==> src/design/ohl_pkg.sv <==
// ----------------------------------------------------------------------------
// ohl_pkg
// Request/result payload types, command codes and controller/datapath
// command struct for the ordered handle list.
// ----------------------------------------------------------------------------
package ohl_pkg;

    localparam int CMD_W    = 3;
    localparam int HANDLE_W = 32;
    localparam int COUNT_W  = 5;

    localparam logic [CMD_W-1:0] CMD_APPEND = 3'd0;
    localparam logic [CMD_W-1:0] CMD_REMOVE = 3'd1;
    localparam logic [CMD_W-1:0] CMD_HAS    = 3'd2;
    localparam logic [CMD_W-1:0] CMD_HEAD   = 3'd3;
    localparam logic [CMD_W-1:0] CMD_NEXT   = 3'd4;
    localparam logic [CMD_W-1:0] CMD_PEEK   = 3'd5;

    typedef struct packed {
        logic [CMD_W-1:0]    cmd;
        logic [HANDLE_W-1:0] item_handle;
    } t_in;

    typedef struct packed {
        logic                status;
        logic                found;
        logic [HANDLE_W-1:0] cursor_handle;
        logic [COUNT_W-1:0]  entry_count;
    } t_out;

    // controller -> datapath
    typedef struct packed {
        logic load;   // capture request, register per-cell match vector
        logic apply;  // commit list/cursor update and load result register
    } t_dp_cmd;

endpackage

==> src/design/ohl_ctrl.sv <==
// ----------------------------------------------------------------------------
// ohl_ctrl
// Two-state sequencer: accept a request, then commit it once the result
// register is free. Owns both handshakes.
// ----------------------------------------------------------------------------
module ohl_ctrl (
    input  logic            i_clk,
    input  logic            i_rst_n,
    input  logic            i_in_valid,
    output logic            o_in_stall,
    output logic            o_out_valid,
    input  logic            i_out_stall,
    output ohl_pkg::t_dp_cmd o_dp_cmd
);

    localparam logic S_IDLE = 1'b0;
    localparam logic S_UPD  = 1'b1;

    logic r_state, n_state;
    logic r_out_valid, n_out_valid;
    logic load, apply;

    assign load  = (r_state == S_IDLE) && i_in_valid;
    assign apply = (r_state == S_UPD) && (!r_out_valid || !i_out_stall);

    always_comb begin
        n_state = r_state;
        case (r_state)
            S_IDLE: begin
                if (load) n_state = S_UPD;
            end
            S_UPD: begin
                if (apply) n_state = S_IDLE;
            end
            default: n_state = S_IDLE;
        endcase
    end

    always_comb begin
        n_out_valid = r_out_valid;
        if (apply)
            n_out_valid = 1'b1;
        else if (r_out_valid && !i_out_stall)
            n_out_valid = 1'b0;
    end

    always_ff @(posedge i_clk) begin
        if (!i_rst_n) begin
            r_state     <= S_IDLE;
            r_out_valid <= 1'b0;
        end else begin
            r_state     <= n_state;
            r_out_valid <= n_out_valid;
        end
    end

    assign o_in_stall     = (r_state != S_IDLE);
    assign o_out_valid    = r_out_valid;
    assign o_dp_cmd.load  = load;
    assign o_dp_cmd.apply = apply;

endmodule

==> src/design/ohl_dpath.sv <==
// ----------------------------------------------------------------------------
// ohl_dpath
// Row of handle cells with parallel compare, shift compaction on remove,
// cursor registers and the result register.
// ----------------------------------------------------------------------------
module ohl_dpath #(
    parameter int CAPACITY = 16
) (
    input  logic             i_clk,
    input  logic             i_rst_n,
    input  ohl_pkg::t_dp_cmd i_dp_cmd,
    input  ohl_pkg::t_in     i_req,
    output ohl_pkg::t_out    o_res
);

    localparam int PW = (CAPACITY > 1) ? $clog2(CAPACITY) : 1;
    localparam int CW = $clog2(CAPACITY + 1);
    localparam int HW = ohl_pkg::HANDLE_W;

    logic [HW-1:0]             r_cell [CAPACITY];
    logic [CW-1:0]             r_count, n_count;
    logic [PW-1:0]             r_pos, n_pos;
    logic                      r_cur_valid, n_cur_valid;
    logic [HW-1:0]             r_cur_handle, n_cur_handle;
    logic [ohl_pkg::CMD_W-1:0] r_cmd;
    logic [HW-1:0]             r_handle;
    logic [CAPACITY-1:0]       r_match;
    ohl_pkg::t_out             r_res;

    logic [CAPACITY-1:0] match_in;
    logic [CAPACITY-1:0] prefix;   // at or after the first match
    logic [CAPACITY-1:0] first;    // first match, one-hot
    logic                any_hit;
    logic [PW-1:0]       pos_p1;
    logic [CW-1:0]       pos_p1_c;
    logic                do_append, do_shift;
    logic                st, fnd;
    logic [31:0]         count32;

    // compare against the incoming handle; only live cells take part
    always_comb begin
        for (int i = 0; i < CAPACITY; i++) begin
            match_in[i] = (r_cell[i] == i_req.item_handle) && (CW'(i) < r_count)
                          && (i_req.item_handle != '0);
        end
    end

    assign first    = r_match & (~r_match + 1'b1);
    assign prefix   = r_match | (~r_match + 1'b1);
    assign any_hit  = |r_match;
    assign pos_p1   = r_pos + 1'b1;
    assign pos_p1_c = CW'(r_pos) + CW'(1);

    always_comb begin
        n_count      = r_count;
        n_pos        = r_pos;
        n_cur_valid  = r_cur_valid;
        n_cur_handle = r_cur_handle;
        do_append    = 1'b0;
        do_shift     = 1'b0;
        st           = 1'b0;
        fnd          = 1'b0;
        case (r_cmd)
            ohl_pkg::CMD_APPEND: begin
                if (r_handle != '0 && r_count < CW'(CAPACITY)) begin
                    do_append = 1'b1;
                    n_count   = r_count + 1'b1;
                    if (r_count == '0) begin
                        n_pos        = '0;
                        n_cur_valid  = 1'b1;
                        n_cur_handle = r_handle;
                    end
                end else begin
                    st = 1'b1;
                end
            end
            ohl_pkg::CMD_REMOVE: begin
                if (any_hit) begin
                    do_shift = 1'b1;
                    n_count  = r_count - 1'b1;
                    if (r_cur_valid) begin
                        if (first[r_pos]) begin
                            if (pos_p1_c >= r_count)
                                n_cur_valid = 1'b0;
                            else
                                n_cur_handle = r_cell[pos_p1];
                        end else if (prefix[r_pos]) begin
                            n_pos = r_pos - 1'b1;
                        end
                    end
                end else begin
                    st = 1'b1;
                end
            end
            ohl_pkg::CMD_HAS: begin
                fnd = any_hit;
            end
            ohl_pkg::CMD_HEAD: begin
                n_pos        = '0;
                n_cur_valid  = (r_count != '0);
                n_cur_handle = r_cell[0];
                st           = (r_count == '0);
            end
            ohl_pkg::CMD_NEXT: begin
                if (!r_cur_valid) begin
                    st = 1'b1;
                end else if (pos_p1_c < r_count) begin
                    n_pos        = pos_p1;
                    n_cur_handle = r_cell[pos_p1];
                end else begin
                    n_cur_valid = 1'b0;
                    st          = 1'b1;
                end
            end
            ohl_pkg::CMD_PEEK: begin
                st = !r_cur_valid;
            end
            default: begin
                st = 1'b1;
            end
        endcase
    end

    assign count32 = 32'(n_count);

    // cells: append writes at the tail, remove pulls each later cell down by one
    for (genvar g = 0; g < CAPACITY; g++) begin : g_cell
        always_ff @(posedge i_clk) begin
            if (i_dp_cmd.apply) begin
                if (do_append && CW'(g) == r_count) begin
                    r_cell[g] <= r_handle;
                end else if (do_shift && prefix[g]) begin
                    if (g < CAPACITY - 1) r_cell[g] <= r_cell[(g + 1) % CAPACITY];
                end
            end
        end
    end

    always_ff @(posedge i_clk) begin
        if (!i_rst_n) begin
            r_count     <= '0;
            r_pos       <= '0;
            r_cur_valid <= 1'b0;
        end else if (i_dp_cmd.apply) begin
            r_count     <= n_count;
            r_pos       <= n_pos;
            r_cur_valid <= n_cur_valid;
        end
    end

    always_ff @(posedge i_clk) begin
        if (i_dp_cmd.load) begin
            r_cmd    <= i_req.cmd;
            r_handle <= i_req.item_handle;
            r_match  <= match_in;
        end
        if (i_dp_cmd.apply) begin
            r_cur_handle        <= n_cur_handle;
            r_res.status        <= st;
            r_res.found         <= fnd;
            r_res.cursor_handle <= n_cur_valid ? n_cur_handle : '0;
            r_res.entry_count   <= count32[ohl_pkg::COUNT_W-1:0];
        end
    end

    assign o_res = r_res;

endmodule

==> src/design/ordered_handle_list_with_cursor.sv <==
// ----------------------------------------------------------------------------
// ordered_handle_list_with_cursor
// Ordered list of nonzero handles with delete and a cursor.
// ----------------------------------------------------------------------------
// On the accepting edge every cell compares its handle with the request in
// parallel and the hit vector is registered. Once the result register is
// free, the list, cursor and result register are updated; remove closes
// the gap by shifting every later cell down one place. Only one request
// is in flight at a time, so a new request is taken only after the last
// one has been committed. The update waits while an earlier result is
// still held stalled in the result register, and the request side stays
// stalled for as long as it waits. There is no clearing pass after reset.
// entry_count carries the low 5 bits of the count.
module ordered_handle_list_with_cursor #(
    parameter int CAPACITY = 16
) (
    input  logic          i_clk,
    input  logic          i_rst_n,
    // request channel
    input  logic          i_in_valid,
    output logic          o_in_stall,
    input  ohl_pkg::t_in  i_in_data,
    // result channel
    output logic          o_out_valid,
    input  logic          i_out_stall,
    output ohl_pkg::t_out o_out_data
);

    ohl_pkg::t_dp_cmd dp_cmd;

    // sequencer: handshakes and load/apply strobes
    ohl_ctrl u_ctrl (
        .i_clk       (i_clk),
        .i_rst_n     (i_rst_n),
        .i_in_valid  (i_in_valid),
        .o_in_stall  (o_in_stall),
        .o_out_valid (o_out_valid),
        .i_out_stall (i_out_stall),
        .o_dp_cmd    (dp_cmd)
    );

    // cell row, cursor and result register
    ohl_dpath #(
        .CAPACITY (CAPACITY)
    ) u_dpath (
        .i_clk    (i_clk),
        .i_rst_n  (i_rst_n),
        .i_dp_cmd (dp_cmd),
        .i_req    (i_in_data),
        .o_res    (o_out_data)
    );

endmodule

==> config.mk <==
export PLATFORM = sky130hd
export DESIGN_NAME = ordered_handle_list_with_cursor
export DESIGN_NICKNAME = d
export VERILOG_FILES = /design/src/design/ohl_pkg.sv /design/src/design/ohl_ctrl.sv /design/src/design/ohl_dpath.sv /design/src/design/ordered_handle_list_with_cursor.sv
export SDC_FILE = /design/constraint.sdc
export NUM_CORES = 1
export LEC_CHECK = 0
export BUFFER_PORTS_ARGS = -buffer_cell sky130_fd_sc_hd__buf_2
export CORE_ASPECT_RATIO = 1.2
export CORE_MARGIN = 1.5
export CORE_UTILIZATION = 25
export DETAILED_ROUTE_END_ITERATION = 8
export GPL_TIMING_DRIVEN = 0
export PLACE_DENSITY_LB_ADDON = 0.3
export SLEW_MARGIN = 20
export SYNTH_ARGS = -nofsm -noshare
export SYNTH_HDL_FRONTEND = slang
export SYNTH_SLANG_ARGS = --single-unit
export TNS_END_PERCENT = 50
==> constraint.sdc <==
create_clock -name i_clk -period 16.4 [get_ports i_clk]
set_input_delay 3.28 -clock i_clk [delete_from_list [all_inputs] [get_ports i_clk]]
set_output_delay 3.28 -clock i_clk [all_outputs]
set_load 0.05 [all_outputs]
---- Yosys cells after proc, flatten, opt, wreduce, memory -nomap -nowiden ----
Memory sizes are Yosys's and may differ from the RTL's.
Index checks and enable logic that the tools add are counted.
word-level totals
  register bits after elaboration ......... 134
  bits in writable memories ............... 512
  input bits .............................. 39
  output and inout bits ................... 41
  logic and storage cells ................. 358
  memories ................................ 1
cells by class
  add/sub/neg operators ................... 6
  magnitude comparators ................... 20
  eq/ne operators ......................... 44
  mux-type cells .......................... 174
  bitwise gates (word level) .............. 19
  reductions and logical operators ........ 81
memories
  memory          words  width  rd ports  clocked after memory_dff  write ports  line             source
  u_dpath.r_cell  16     32     17        0                         15           ohl_dpath.sv:20  logic [HW-1:0] r_cell [CAPACITY];
operator list
  operator                                                   count
  2-to-1 mux 32 bit                                          24
  == test 32 bit                                             16
  2-to-1 mux 1 bit                                           131
  one-hot mux 32 bit (4 select lines)                        1
  logical AND 1 bit                                          67
  nonzero test 32 bit                                        2
  == test 4 x 5 -> 1 bit, first input constant               8
  less-than comparator 4 x 5 -> 1 bit, first input constant  8
  2-to-1 mux 4 bit                                           9
  OR reduction 32 bit                                        1
  == test 3 x 5 -> 1 bit, first input constant               4
  less-than comparator 3 x 5 -> 1 bit, first input constant  4
  adder 16 x 1 -> 16 bit, second input constant              1
  AND 16 bit                                                 1
  NOT 16 bit                                                 1
  bitwise OR 16 bit                                          1
  one-hot mux 4 bit (4 select lines)                         1
  OR reduction 16 bit                                        1
  bitwise OR 1 bit                                           15
  inequality test 2 x 1 -> 1 bit, second input constant      7
  == test 2 x 5 -> 1 bit, first input constant               2
  less-than comparator 1 x 5 -> 1 bit, first input constant  2
  less-than comparator 2 x 5 -> 1 bit, first input constant  2
  2-to-1 mux 5 bit                                           2
  other kinds (28)                                           33

---- Longest topological paths before layout ----
Gate-level depths: netlist (run 1).
  depth in word-level cells ............... 10
  mapped depth ............................ 18
  mapped depth without buffers ............ 12

---- Cells and area by module ----
A second synthesis (run 1) with hierarchy kept.
unflattened totals
  cell total of the unflattened synthesis .. 2967
  area, all modules ....................... 38936.1 sq um
modules (own cells, without submodules)
  module     times used  cells an instance  area an instance (sq um)  seq. area each (sq um)
  ohl_dpath  1           2957               38842.3                   19238.5
  ohl_ctrl   1           10                 93.8                      40.0

---- Least setup slack after synthesis (run 1) ----
No wires, ideal clock.
  kind .................................... input-to-reg
  start ................................... in i_out_stall
  end ..................................... mem u_dpath.r_cell[7][0] in the netlist's numbering (enable)
  setup time .............................. 0.470 ns
  arrival time ............................ 8.757 ns
  required time ........................... 15.930 ns
  slack ................................... 7.173 ns
  stages on the path ...................... 6
  path buffers ............................ 1
  cell sequence ........................... nand2_1 nand2_1 inv_1 clkbuf_1 nand2_1 o31ai_1
RTL lines
  element      line                                   source
  from (decl)  ordered_handle_list_with_cursor.sv:25  input logic i_out_stall,
  to (decl)    ohl_dpath.sv:20

---- Worst setup path in the final report (run 1) ----
  start ................................... in i_in_data[28] in the netlist's numbering
  end ..................................... reg u_dpath.r_match[1] (data pin)
on the way
  longest elaborated chain between the ends .. 3
  elaborated cells on any way between the ends .. 4
  classes of those cells .................. eq/ne: 1; reduce/logical: 3
RTL lines
  element                  line                                   source
  from (decl)              ordered_handle_list_with_cursor.sv:22  input ohl_pkg::t_in i_in_data,
  == test 32 bit           ohl_dpath.sv:43                        match_in[i] = (r_cell[i] == i_req.item_handle) && (CW'(i) < r_count)
  logical AND 1 bit        ohl_dpath.sv:43
  logical AND 1 bit *      ohl_dpath.sv:44                        && (i_req.item_handle != '0);
  net u_dpath.match_in[1]  ohl_dpath.sv:30                        logic [CAPACITY-1:0] match_in;
  to (signal assigned)     ohl_dpath.sv:155                       r_match <= match_in;
  to (decl)                ohl_dpath.sv:27                        logic [CAPACITY-1:0] r_match;
Mark *: on every way through the listed nets, which the timed path passes. The rest lies on a longest branch.
A chain may end at the register's enable or synchronous reset.

==> results.cfg, run 1 <==
[clocking]
insertion_delay_ps = 710
cts_tree = done
clock-root-buffer = clkbuf_16
cts_sinks = 646
post_cts_resized = 0
cts_inserted_buffers = 72
cts.clk_slew.worst_paths_ps = 70
cts_hold_buf = 0
post_cts_buffers = 0
clockBufferDepth = 3
htreeDepth = 3

[sta]
rsz0062_at_grt = no
fin_crit_ps = 7340
finalMaxSlewViolations = 0
setup_viol = 0
fin_skew_ps = 39.4
worst_pin_slew_ps = 1440
fin_tns_setup_ps = 0
hold_viol = 0
slew_headroom_pct = 3.19
max_freq_mhz = 136
finalCritPeriodShare_pct = 44.7

[grt]
grt_antenna_before_repair = 28
grt_overflow = 0
grt_pass1_vias = 29000
grt_pass1_wl_mm = 271
gr-usage-all-layers_pct = 25.7
grt_max_degree = 48

[setup_path]
critPathRequiredTime_ps = 16760
criticalPathCategory = input port to flip-flop
path_max_fanout = 10
start_kind = input port
reg2reg_from = u_dpath.r_pos[0]
worstPathArrival_ps = 7690
endpoint_kind = flip-flop
crit_start = i_in_data[28]

[yosys]
synth-seq-area-share_pct = 49.8
syn-cell-area_um2 = 38700
synth-edff-count = 634
synth_fp_nets = 3115
synth-async-reset-ratio_pct = 0
yosys_most_used_dff = edfxtp_1
synth_seq_cells = 646
avgSynthCellArea_um2 = 12.6
syn_inst = 3064
yosys_warnings = 0
ys_types = 79

[pwr]
seqPwrFrac_pct = 45.3
p_total_mw = 4.23
clock_power_share_pct = 40.1
comb_power_share_pct = 14.6
power_density_nw_per_um2 = 94.0
switchingPower_mw = 1.22
ir_worst_vdd_uv = 82.7
total_leakage_power_nw = 14.3
p_int_mw = 3.01
swShare_pct = 28.8

[floorplan]
pin_count = 80
die-area_um2 = 157000
core_area_um2 = 154000
rows = 158
start_util_pct = 25.1
die_h_um = 434
die_x_um = 362

[route]
drtIter0Drc = 4592
vias_per_cell = 5.76
finalWirelength_mm = 206
routedWlPerCell_um = 38.7
firstDrtPassIters = 6
via_count = 30700
ant_nets = 0
drcViolationCount = 0

[cells_and_area]
nFillCells = 15800
drive_gt1_share_pct = 24.4
nets = 3311
final_cell_mix = edfxtp_1, mux2_2, xor2_1
layout-area-overhead-vs-synth_pct = 16.2
final_common_cell = edfxtp_1
stdcell_count = 5321

[placed_design]
port_buffers = 79
dpl.hpwl_mm = 164
dp_cells = 5185
gp_congestion = 1.11

[run]
maxCapViolCount = 0

[hold_path]
hold_path_startpoint = u_dpath.r_handle[0]
hp-class = flip-flop to flip-flop

[outcome]
outcome = finished clean
[synthesized netlist by cell type (76+ instances only)]
library cell / count / share of area (%)
clkbuf_1: 173 / 1.7
nand4_1: 76 / 1.2
xnor2_1: 243 / 5.5
mux2i_1: 100 / 2.6
mux2_2: 330 / 9.6
a21oi_1: 91 / 1.2
o21ai_0: 203 / 2.6
nor4_1: 105 / 1.7
xor2_1: 276 / 6.2
edfxtp_1: 634 / 49
mux4_2: 128 / 7.4
nand2_1: 197 / 1.9
[state kept, by name, indices dropped and copies added, names as in the netlist]
signal / count
u_dpath.r_count: 5
u_dpath.r_cmd: 3
u_ctrl.o_out_valid: 1
u_dpath.r_cur_valid: 1
u_ctrl.o_in_stall: 1
u_dpath.o_res: 39
u_dpath.r_pos: 4
u_dpath.r_cell: 512
u_dpath.r_handle: 32
u_dpath.r_match: 16
u_dpath.r_cur_handle: 32
[power by group through the flow]
stage | sequential [mW] | combinational, mW | clock [mW]
after floorplan | 1.96 | 0.305 | 0
after global placement | 1.95 | 0.571 | 0
after detailed placement | 1.95 | 0.587 | 0
after CTS | 1.91 | 0.589 | 1.70
after global routing | 1.92 | 0.625 | 1.75
final | 1.92 | 0.616 | 1.70
[cell families after synthesis]
kind of cell / count (synthesis) / share of synthesized area (%)
DFF: 646 / 49.8
muxes: 558 / 19.6
and+or+nand+nor: 529 / 7.02
xor gates and xnor gates: 520 / 11.8
AOI/OAI and AO/OA: 496 / 7.94
buffers and inverters: 303 / 3.46
adders and majority gates: 12 / 0.388
[critical path, stage by stage]
cell,delay [ps]
buf_2,110
clkbuf_1,800
clkbuf_1,890
xnor2_1,390
nand4_1,220
nor4_1,980
nand3_1,160
nor4_1,830
[area by class of cell]
cell class | count | area, µm² | area share, %
plain buffers | 255 | 1180 | 2.62
clock buffers | 88 | 1950 | 4.33
well taps | 2000 | 2500 | 5.56
diodes | 9 | 22.5 | 0.0501
inverters | 48 | 180 | 0.401
repair buffers | 122 | 1190 | 2.64
flip-flops and latches | 646 | 19300 | 42.9
multi-input cells | 2115 | 18300 | 40.8
clock inverters | 38 | 354 | 0.787
[layer usage]
| layer | global-route usage (%) | routed length, µm |
|---|---|---|
| met1 | 29.7 | 73500 |
| met2 | 39.5 | 90100 |
| met3 | 7.77 | 21800 |
| met4 | 20.9 | 20400 |
| met5 | 0 | 173 |
[final timing paths]
check / endpoint / slack [ps] / depth (start not counted)
setup / recovery: u_dpath.r_match[1] / 9060 / 8
hold / removal: u_dpath.r_cell[15][0] / 480 / 0
setup reg to reg: u_dpath.o_res[12] / 9390 / 17
hold reg to reg: u_dpath.r_cell[15][0] / 480 / 0
[per-stage QoR]
stage | hold WS [ps] | instance area [µm²] | setup WS (ps) | util, %
finish | 478 | 45000 | 9060 | 29.2
global route | 493 | 45000 | 9360 | 29.2
CTS | 478 | 44900 | 9400 | 29.1
detailed placement | 464 | 42600 | 8680 | 27.7
global placement | 464 | 41600 | 1120 | 27.0
floorplan | 448 | 38700 | 7170 | -
Power figures use the tool's default switching activity.
==> run 2, diff against run 1 <==
==> constraint.sdc (replaced) <==
create_clock -name i_clk -period 6.3 [get_ports i_clk]
set_input_delay 1.26 -clock i_clk [delete_from_list [all_inputs] [get_ports i_clk]]
set_output_delay 1.26 -clock i_clk [all_outputs]
set_load 0.05 [all_outputs]
==> run 2 against run 1 <==
Against the previous run:
- worst setup slack got worse by 9000 ps
- via count is essentially flat
- non-clock buffer count fell by 1
==> results.cfg, run 2 (synthesis results as in run 1) <==
[cells_and_area]
final_common_cell = edfxtp_1
fin_area_um2 = 45100
largest_reg_flops = 512
nets = 3310
layout-area-overhead-vs-synth_pct = 16.4
top_register = u_dpath.r_cell
drive_gt1_share_pct = 24.8
final_cell_mix = edfxtp_1, mux2_2, xor2_1

[hold_path]
hp-class = flip-flop to flip-flop
whs_path_depth = 0

[clocking]
post_cts_buffers = 0
cts_tree = done
htreeDepth = 3
clock-root-buffer = clkbuf_16
cts.clk_slew.worst_paths_ps = 70
cts_inserted_buffers = 72
cts_sinks = 646
cts_hold_buf = 0
clockBufferDepth = 3
insertion_delay_ps = 710

[setup_path]
cp.depth = 18
max_stage_delay_ps = 630
criticalPathCategory = flip-flop to flip-flop
critPathBufInv = 7
endpoint_kind = flip-flop
worstPathArrival_ps = 6640
start_kind = flip-flop
r2r_cells = 18
critPathTopFamily = buffers and inverters
critPathRequiredTime_ps = 6690
cp_slowest_cell = a211oi_1
path_max_fanout = 10
crit_top_cell = buf_2
path_cells = buf_2, buf_2, nand3_1, xnor2_1, buf_2, buf_2, inv_1, ha_1, a21o_1, a21oi_1, a31oi_1, a211o_1, buf_2, clkbuf_1, a211oi_1, a21oi_1, nor2_1, a211oi_4

[route]
via_count = 30700
firstDrtPassIters = 7
finalWirelength_mm = 207
routedWlPerCell_um = 38.8
drcViolationCount = 0
ant_nets = 0
drtIter0Drc = 4687
vias_per_cell = 5.77

[grt]
grt_max_degree = 48
grt_pass1_wl_mm = 271
grt_pass1_vias = 29000
grt_antenna_before_repair = 25
grt_overflow = 0
gr-usage-all-layers_pct = 25.8

[floorplan]
pin_count = 80
start_util_pct = 25.1
die-area_um2 = 157000
die_x_um = 362
die_h_um = 434
core_area_um2 = 154000
rows = 158

[sta]
finalCritPeriodShare_pct = 99.3
max_freq_mhz = 160
hold_viol = 0
timing.hold.ws_ps = 478
finalMaxSlewViolations = 0
rsz0062_at_grt = yes
slew_headroom_pct = 5.16
worst_pin_slew_ps = 1410
fin_tns_setup_ps = 0
fin_crit_ps = 6250
fin_skew_ps = 41.0
setup_viol = 0
layout_setup_ws_ps = 46.2

[placed_design]
place_ws_ps = -202
dpl.hpwl_mm = 164
gp_congestion = 1.11
placed_area_um2 = 42600
port_buffers = 79

[run]
maxCapViolCount = 0

[pwr]
ir_worst_vdd_uv = 214
p_total_mw = 11.0
power_density_nw_per_um2 = 245
total_leakage_power_nw = 14.4

[outcome]
outcome = finished clean
==> run 2: cell type report <==
class | count | area [µm²]
tap | 2000 | 2500
timing repair buffer | 121 | 1180
sequential | 646 | 19300
fill | 15800 | 109000
inverter | 48 | 180
clock buffer | 88 | 1950
antenna | 6 | 15.0
buffer | 255 | 1180
clock inverter | 38 | 354
multi-input combinational | 2115 | 18400
==> run 2: path summary, 6_finish.rpt <==
kind | from | endpoint | slack, ps
worst min-delay path | u_dpath.r_handle[0] | u_dpath.r_cell[15][0] | 480
worst min register to register | u_dpath.r_handle[0] | u_dpath.r_cell[15][0] | 480
worst max-delay path | u_dpath.r_pos[0] | u_dpath.o_res[22] | 50
worst max register to register | u_dpath.r_pos[0] | u_dpath.o_res[22] | 50
==> run 2: timing repair <==
item | in CTS | in global routing
pin swaps | 0 | 0
resized for setup | 4 | 20
setup endpoints to repair | 7 | 11
cloned | 0 | 0
==> run 2: stage by stage <==
stage / std cells / util (%)
finish: 5317 / 29.2
global route: 5311 / 29.2
CTS: 5311 / 29.2
detailed placement: 5185 / 27.7
global placement: 5143 / 27.0
floorplan: 3064 / -
==> run 2: power by group <==
group | internal, mW | total (mW) | switching, mW | leakage (nW)
registers | 4.88 | 4.99 | 0.112 | 5.89
logic | 0.488 | 1.62 | 1.13 | 7.35
clock network | 2.47 | 4.41 | 1.94 | 1.12
total | 7.84 | 11.0 | 3.18 | 14.4
==> run 2: per-layer routing <==
layer	GRT usage [%]	wire (µm)
met1	30.0	73900
met3	7.43	21800
met2	39.4	90300
met5	0	128
met4	21.2	20400
